$ cat src/rbd_pkg.sv
// Package for the run-length byte decoder: transaction payload types,
// decoder phase encoding and the literal header threshold. No dependencies.
package rbd_pkg;

  // Header values at or above this announce a literal run.
  localparam logic [7:0] HDR_LITERAL = 8'd128;

  typedef enum logic [1:0] {
    PH_HEADER  = 2'd0,
    PH_REPEAT  = 2'd1,
    PH_LITERAL = 2'd2
  } phase_e;

  typedef struct packed {
    logic [7:0] data_byte;
    logic       end_of_stream;
  } in_item_t;

  typedef struct packed {
    logic [7:0] symbol;
    logic [6:0] repeat_count;
    logic       truncated;
  } out_item_t;

  // Result of decoding one byte: whether a result is produced, and its payload.
  typedef struct packed {
    logic      valid;
    out_item_t item;
  } dec_res_t;

endpackage

$ cat src/rle_byte_decoder_top.sv
// Top level of the run-length byte decoder: input register, decode step and
// result register with valid/stall handshakes. Uses rbd_pkg and rbd_core.
//
// This block decodes a PackBits-style compressed byte stream, one byte per
// input transaction. A header byte below 128 is a repeat count and the byte
// after it comes out once as a symbol carrying that count; a count of zero
// produces nothing. A header of 128 or more announces (header - 128) literal
// bytes, each of which comes out with a count of one. When the stream ends
// (end_of_stream set) right after a header that still needs payload, one
// result with symbol 0, count 0 and truncated set is produced; when it ends
// inside a literal run, the last literal carries truncated set. Each input
// byte yields zero or one result transaction. The block takes one byte every
// clock cycle when the output side is not stalled. A byte is captured in the
// input register and decoded in the following cycle against the phase and run
// count. Its result is loaded into the result register when the decode stage
// moves, and is presented from that register. The decode stage moves whenever
// the result register is empty or is being drained in the same cycle, so a
// result that is taken right away never holds back the next byte. Only a
// stalled result holds the byte waiting in the input register, and the input
// is then stalled until the result is taken.
module rle_byte_decoder_top (
  input  logic               clk_i,
  input  logic               rst_ni,
  input  logic               in_valid_i,
  output logic               in_stall_o,
  input  rbd_pkg::in_item_t  in_data_i,
  output logic               out_valid_o,
  input  logic               out_stall_i,
  output rbd_pkg::out_item_t out_data_o
);
  import rbd_pkg::*;

  logic      in_valid_q;
  in_item_t  in_data_q;
  logic      out_valid_q;
  out_item_t out_data_q;
  logic      advance;
  dec_res_t  dec_res;

  // The decode stage moves whenever the result register is empty or being
  // drained this cycle; it then either writes a result or writes nothing.
  assign advance    = !out_valid_q || !out_stall_i;
  assign in_stall_o = in_valid_q && !advance;

  rbd_core u_core (
    .clk_i  (clk_i),
    .rst_ni (rst_ni),
    .step_i (in_valid_q && advance),
    .item_i (in_data_q),
    .res_o  (dec_res)
  );

  // Input register.
  always_ff @(posedge clk_i or negedge rst_ni) begin
    if (!rst_ni) begin
      in_valid_q <= 1'b0;
    end else if (!in_stall_o) begin
      in_valid_q <= in_valid_i;
    end
  end

  always_ff @(posedge clk_i) begin
    if (!in_stall_o && in_valid_i) begin
      in_data_q <= in_data_i;
    end
  end

  // Result register.
  always_ff @(posedge clk_i or negedge rst_ni) begin
    if (!rst_ni) begin
      out_valid_q <= 1'b0;
    end else if (advance) begin
      out_valid_q <= in_valid_q && dec_res.valid;
    end
  end

  always_ff @(posedge clk_i) begin
    if (advance && in_valid_q && dec_res.valid) begin
      out_data_q <= dec_res.item;
    end
  end

  assign out_valid_o = out_valid_q;
  assign out_data_o  = out_data_q;

endmodule

$ cat src/rbd_core.sv
// Decode step of the run-length byte decoder: holds the phase and run count
// and turns one registered stream byte into at most one result. Uses rbd_pkg.
module rbd_core (
  input  logic              clk_i,
  input  logic              rst_ni,
  input  logic              step_i,
  input  rbd_pkg::in_item_t item_i,
  output rbd_pkg::dec_res_t res_o
);
  import rbd_pkg::*;

  phase_e     phase_q, phase_d;
  logic [6:0] remaining_q, remaining_d;
  logic [6:0] rem_dec;
  logic       is_literal_hdr;

  assign rem_dec        = remaining_q - 7'd1;
  assign is_literal_hdr = (item_i.data_byte >= HDR_LITERAL);

  always_comb begin
    phase_d     = phase_q;
    remaining_d = remaining_q;
    res_o       = '0;
    case (phase_q)
      PH_REPEAT: begin
        // A zero count consumes the payload byte without producing a result.
        res_o.valid             = (remaining_q != 7'd0);
        res_o.item.symbol       = item_i.data_byte;
        res_o.item.repeat_count = remaining_q;
        phase_d                 = PH_HEADER;
        remaining_d             = 7'd0;
      end
      PH_LITERAL: begin
        remaining_d             = rem_dec;
        if (rem_dec == 7'd0) begin
          phase_d = PH_HEADER;
        end
        res_o.valid             = 1'b1;
        res_o.item.symbol       = item_i.data_byte;
        res_o.item.repeat_count = 7'd1;
        res_o.item.truncated    = item_i.end_of_stream && (rem_dec != 7'd0);
      end
      default: begin
        // Header byte; the unused phase code behaves the same way.
        remaining_d = item_i.data_byte[6:0];
        if (!is_literal_hdr) begin
          phase_d = PH_REPEAT;
          if (item_i.end_of_stream) begin
            res_o.valid          = 1'b1;
            res_o.item.truncated = 1'b1;
          end
        end else if (item_i.data_byte[6:0] == 7'd0) begin
          phase_d = PH_HEADER;
        end else begin
          phase_d = PH_LITERAL;
          if (item_i.end_of_stream) begin
            res_o.valid          = 1'b1;
            res_o.item.truncated = 1'b1;
          end
        end
      end
    endcase
    if (item_i.end_of_stream) begin
      phase_d     = PH_HEADER;
      remaining_d = 7'd0;
    end
  end

  always_ff @(posedge clk_i or negedge rst_ni) begin
    if (!rst_ni) begin
      phase_q     <= PH_HEADER;
      remaining_q <= 7'd0;
    end else if (step_i) begin
      phase_q     <= phase_d;
      remaining_q <= remaining_d;
    end
  end

endmodule
$ cat config.mk
export PLATFORM = sky130hd
export DESIGN_NAME = rle_byte_decoder_top
export DESIGN_NICKNAME = d
export VERILOG_FILES = /design/src/rbd_pkg.sv /design/src/rle_byte_decoder_top.sv /design/src/rbd_core.sv
export SDC_FILE = /design/constraint.sdc
export NUM_CORES = 1
export LEC_CHECK = 0
export BUFFER_PORTS_ARGS = -buffer_cell sky130_fd_sc_hd__buf_2
export CORE_MARGIN = 2
export CORE_UTILIZATION = 49
export CTS_CLUSTER_DIAMETER = 120
export DETAILED_ROUTE_END_ITERATION = 12
export GPL_ROUTABILITY_DRIVEN = 0
export PLACE_DENSITY = 0.73
export SYNTH_ARGS = -nofsm -noshare
export SYNTH_HDL_FRONTEND = slang
export SYNTH_SLANG_ARGS = --single-unit
export TNS_END_PERCENT = 1
$ cat constraint.sdc
create_clock -name clk_i -period 2.2 [get_ports clk_i]
set_input_delay 0.44 -clock clk_i [delete_from_list [all_inputs] [get_ports clk_i]]
set_output_delay 0.44 -clock clk_i [all_outputs]
set_load 0.05 [all_outputs]
Word-level counts from Yosys, hierarchy flattened
Index checks and enable logic that the tools add are counted.
{"block": "word_totals", "register_bits": 36, "inputBits": 13, "output_inout_bits": 18, "wordCells": 43}
{"block": "op_classes", "n_addsub": 1, "n_lt_le_gt_ge": 1, "eq_ne": 3, "mux": 13, "n_reduce_logical": 16}
{"op": "case mux 15 bit (2 select lines)", "n": 1}
{"op": "logical NOT 7 bit", "n": 2}
{"op": "case mux 7 bit (2 select lines)", "n": 1}
{"op": "nonzero test 7 bit", "n": 2}
{"op": "greater-or-equal comparator 8 bit (second input constant)", "n": 1}
{"op": "two-way mux 2 bit", "n": 4}
{"op": "two-way mux 7 bit", "n": 1}
{"op": "subtractor 7 x 1 -> 7 bit (second input constant)", "n": 1}
{"op": "logical AND 1 bit", "n": 6}
{"op": "logical NOT 1 bit", "n": 4}
{"op": "case mux 1 bit (2 select lines)", "n": 2}
{"op": "case mux 2 bit (2 select lines)", "n": 1}
{"op": "two-way mux 1 bit", "n": 3}
{"op": "!= test 3 x 2 -> 1 bit (second input constant)", "n": 1}
{"op": "== test 2 x 1 -> 1 bit (second input constant)", "n": 1}
{"op": "== test 2 bit (second input constant)", "n": 1}
{"op": "AND reduction 2 bit", "n": 1}
{"op": "logical OR 1 bit", "n": 1}

Longest topological paths before layout
{"block": "depth", "depth_word": 6, "mapped_depth": 7, "mapped_depth_nobuf": 7}

Cells and area by module
A second synthesis with hierarchy kept.
{"block": "unflattened", "hier_cells": 145, "hier_area_um2": 1732.9}
{"mod": "rbd_core", "n_inst": 1, "cells_each": 109, "area_each_um2": 883.3, "seq_area_each_um2": 225.2}
{"mod": "rle_byte_decoder_top", "n_inst": 1, "cells_each": 36, "area_each_um2": 849.6, "seq_area_each_um2": 800.8}

Worst setup path after synthesis
No wires, ideal clock.
{"block": "synth_timing", "kind": "reg-to-reg", "from": "register u_core.remaining_q[2]", "to": "register out_data_q, in the netlist out_data_o[0], enable pin", "setup_time_ns": 0.320, "arrival_ns": 2.042, "t_required_ns": 1.880, "setup_slack_ns": -0.162, "path_stages_with_launch": 6, "path_buffers": 1, "synth_period_minus_slack_ns": 2.362, "path_cell_list": "dfrtp_1 > buf_6 > or4_4 > or4b_2 > a21oi_1 > nor2_1"}
{"block": "synth_via", "elab_chain_cells": 3}
{"element": "start, declared", "line_no": "rbd_core.sv:13", "text": "logic [6:0] remaining_q, remaining_d;"}
{"element": "start signal, assigned", "line_no": "rbd_core.sv:75", "text": "remaining_q <= remaining_d;"}
{"element": "nonzero test 7 bit", "line_no": "rbd_core.sv:27", "text": "res_o.valid = (remaining_q != 7'd0);"}
{"element": "case mux 1 bit (2 select lines)", "line_no": "rbd_core.sv:24", "text": "case (phase_q)"}
{"element": "logical AND 1 bit", "line_no": "rle_byte_decoder_top.sv:78", "text": "if (advance && in_valid_q && dec_res.valid) begin"}
{"element": "end signal, assigned", "line_no": "rle_byte_decoder_top.sv:79", "text": "out_data_q <= dec_res.item;"}
{"element": "end, declared", "line_no": "rle_byte_decoder_top.sv:36", "text": "out_item_t out_data_q;"}
Every way passes these cells.
A chain may end at the register's enable or synchronous reset.

Worst setup path after layout
{"block": "layout_timing", "from": "register u_core.remaining_q[0]", "to": "register u_core.phase_q[1]"}
{"block": "layout_via", "elab_chain_cells": 4}
{"element": "subtractor 7 x 1 -> 7 bit", "line_no": "rbd_core.sv:17", "text": "assign rem_dec = remaining_q - 7'd1;"}
{"element": "logical NOT 7 bit", "line_no": "rbd_core.sv:35", "text": "if (rem_dec == 7'd0) begin"}
{"element": "!= test 3 x 2 -> 1 bit (no line)"}
{"element": "AND reduction 2 bit (no line)"}
{"element": "end signal, assigned", "line_no": "rbd_core.sv:74", "text": "phase_q <= phase_d;"}
{"element": "end, declared", "line_no": "rbd_core.sv:12", "text": "phase_e phase_q, phase_d;"}
Every way passes these cells.

==> flow_summary.json <==
{
  "fraction_of_synthesized_cell_area_taken_by_the_top_area_cell_type_pct": 42.0,
  "worstRegToRegCells": 7,
  "synth.net_count": 173,
  "layout-area-overhead-vs-synth_pct": 22.5,
  "critical_path.slowest_cell": "or4b_1",
  "synth_edf_count": 25,
  "cp.required_ns": 2.47,
  "ff2ff_setup_slack_ns": 0.03,
  "slew-limit-headroom_pct": 67.5,
  "yosys.cell_types.count": 42,
  "fin_crit_sh_pct": 98.6,
  "io_pins": 31,
  "finalWorstSetupSlack_ns": 0.0315,
  "min_period_ns": 2.17,
  "worst_hold_path_depth": 1,
  "post_route_cells_drive_above_1_share_pct": 35.8,
  "utilization_pct": 64.1,
  "worstSkewPairLatency_ns": 0.33,
  "syn-cell-area_um2": 1790,
  "synth_cells": 155,
  "floorplan_die_width_um": 64.4,
  "clk_root_buffer_cell": "clkbuf_4",
  "p_leak_nw": 0.911,
  "cts_buffers": 5,
  "synth-seq-cells": 36,
  "vias_per_cell": 5.59,
  "timing.critical_path.from_type": "flip-flop",
  "fin_worst_skew_ns": 0.00435,
  "power_density_of_the_placed_cells_nw_per_um2": 1380,
  "cp-end-kind": "flip-flop",
  "grt_total_usage_pct": 19.5,
  "syn-mean-instance-area_um2": 11.5,
  "outcome": "finished, final reports clean",
  "n_antenna_cell": 0,
  "first_pass_grt_wire_length_um": 5990,
  "final_nets": 218,
  "fp.coreArea_um2": 3420,
  "post-synth-top-count-cell": "edfxtp_1",
  "clkSlewWorstSetupHoldPaths_ns": 0.10,
  "holdWs_ns": 0.278,
  "synth-async-reset-ratio_pct": 30.6,
  "setup_violations": 0,
  "drt-pass1-iter-count": 4,
  "hold_path_startpoint": "in_data_i[7]",
  "r2r_end": "u_core.phase_q[1]$_DFFE_PN0P_",
  "synthFlopType": "edfxtp_1",
  "initial_cell_density_of_the_core_pct": 52.3,
  "crit_arrival_ns": 2.44,
  "detail_route.wl_per_cell_um": 15.4,
  "dr_total_vias": 1380,
  "tritoncts": "done",
  "cts.sink_count": 36,
  "slowest_delay_ns": 0.49,
  "fmax_ghz": 0.461,
  "criticalPathCategory": "flip-flop to flip-flop",
  "clk_path_buf_depth": 2,
  "critical_path.reg2reg.startpoint": "u_core.remaining_q[0]$_DFFE_PN0P_",
  "grt_pass1_vias": 1298,
  "synth.yosys.seq_area_share_pct": 57.4,
  "port_buffers": 30,
  "postRouteWirelength_um": 3790,
  "timing.max_cap.violations": 0,
  "ir_worst_vdd_uv": 803,
  "drc_violations": 0,
  "antenna_left": 0,
  "hold_path_end": "in_data_q[7]$_DFFE_PP_",
  "cp_max_fo": 4,
  "yosys.area.top_type": "edfxtp_1",
  "timing_hold_violations_final": 0,
  "rows": 21,
  "final_non_filler_cells": 247,
  "globalRoute.totalOverflow": 0,
  "fin_tns_setup_ns": 0,
  "yosys-top-cells-count": "edfxtp_1, and2_1, nand2_1",
  "netlist_top_cells_area": "edfxtp_1, dfrtp_1, and2_1",
  "worst_pin_slew_ns": 0.486,
  "cts.htree.levels": 2,
  "drtIter0Drc": 109,
  "design.die.area_um2": 4150,
  "synthesis.yosys.warnings": 0,
  "worstPathCellList": "inv_2 -> ha_2 -> or4bb_1 -> a21oi_2 -> o311ai_4 -> or4b_1 -> nand3_1",
  "dp_slack_ns": -0.0218,
  "placed_cells_incl_taps": 235,
  "timing.hold.worst.class": "primary input to flip-flop",
  "dpl.hpwl_um": 2810,
  "antenna_violations_before_repair": 0,
  "timing.final.max_slew_violations": 0,
  "die_h_um": 64.4,
  "grt_max_degree": 17
}
==> repair_timing <==
item                       4_1_cts  5_1_grt
resized for setup                3        9
setup endpoints to repair        1        1
setup buffers                    0        3
hold buffers                     1        0
hold endpoints to repair        11        0
pin swaps                        3        3
==> layout make-up <==
class	count	area, um2
clock buffers	5	37.5
clock inverters	3	13.8
fillers	269	1230
inverters	8	30.0
multi-input cells	105	762
flip-flops and latches	36	1030
well taps	46	57.6
repair buffers	44	262
==> placed cells by master (no fill, tap or decap), types with 2 or more instances in the layout <==
master and n:
nor3_1 4, buf_2 30, a21oi_4 2, dfrtp_1 10, inv_2 2, xnor2_1 2
and2_1 13, a22o_1 5, nand3b_1 2, a21oi_1 4, nand2b_1 4, o21bai_1 2
nand2_1 12, nor4_1 3, ha_1 3, buf_4 12, or4_4 2, or3_2 2
edfxtp_1 25, inv_1 6, clkbuf_4 5, nor2_1 9, and2_2 2, o21ai_0 5
o21ai_1 2, or4b_4 2, o31ai_1 3, ha_2 2, a31oi_1 2, clkinv_2 2
nand3_1 3
==> registers in the layout, summed over array words and instances (netlist names) <==
name                flops
out_data_o             16
in_data_q               9
u_core.remaining_q      7
u_core.phase_q          2
in_valid_q              1
out_valid_o             1
==> critical path: cells and delay by family, from the launching register on <==
family | cells | cell delay, ns
flops | 1 | 0.43
compound gates | 2 | 0.36
fa+ha+maj | 1 | 0.19
buf+inv | 1 | 0.09
simple gates | 3 | 1.03
==> cells by family (layout without fill, tap and decap cells) <==
logic type	after synthesis	count (layout)	synth area share (%)
AO/OA/AOI/OAI	31	31	12.3
XOR/XNOR	3	3	1.47
adder cells (fa/ha/maj)	5	5	3.50
buffers and inverters	14	60	3.50
flip-flops	36	36	57.4
multiplexers	1	1	0.560
AND/OR/NAND/NOR	65	65	21.3
==> where the power goes <==
group          internal, W  switching [W]
Sequential        0.000938       0.000134
Combinational     0.000617        0.00101
Clock             0.000117       0.000203
Total              0.00167        0.00135
==> how the worst max path moves through the flow <==
stage,startpoint,slack (ns),to,cells after the start
4_1_cts,u_core.remaining_q[0]$_DFFE_PN0P_,0.004,u_core.phase_q[1]$_DFFE_PN0P_,7
3_3_place_gp,u_core.remaining_q[0]$_DFFE_PN0P_,0.09,u_core.phase_q[1]$_DFFE_PN0P_,7
5_1_grt,u_core.remaining_q[0]$_DFFE_PN0P_,-0.02,u_core.phase_q[1]$_DFFE_PN0P_,7
2_1_floorplan,u_core.remaining_q[0]$_DFFE_PN0P_,-0.01,u_core.phase_q[1]$_DFFE_PN0P_,7
3_5_place_dp,u_core.remaining_q[0]$_DFFE_PN0P_,-0.02,u_core.phase_q[1]$_DFFE_PN0P_,7
6_report,u_core.remaining_q[0]$_DFFE_PN0P_,0.03,u_core.phase_q[1]$_DFFE_PN0P_,7
==> through the flow <==
stage	cell area (um2)	power, W
3_3_place_gp	2060	0.00253
3_5_place_dp	2060	0.00257
5_1_grt	2190	0.00318
2_1_floorplan	1810	0.00218
6_report	2190	0.00302
4_1_cts	2140	0.00293
==> metal layers <==
metal | wire, um | part of all wire [%] | global-route usage [%]
met5 | 0 | 0 | 0
met2 | 1920 | 51 | 32.4
met1 | 1580 | 42 | 24.4
met4 | 67 | 1.8 | 7.45
met3 | 222 | 5.9 | 4.75
Note: power is estimated with default switching activity, not from simulation.
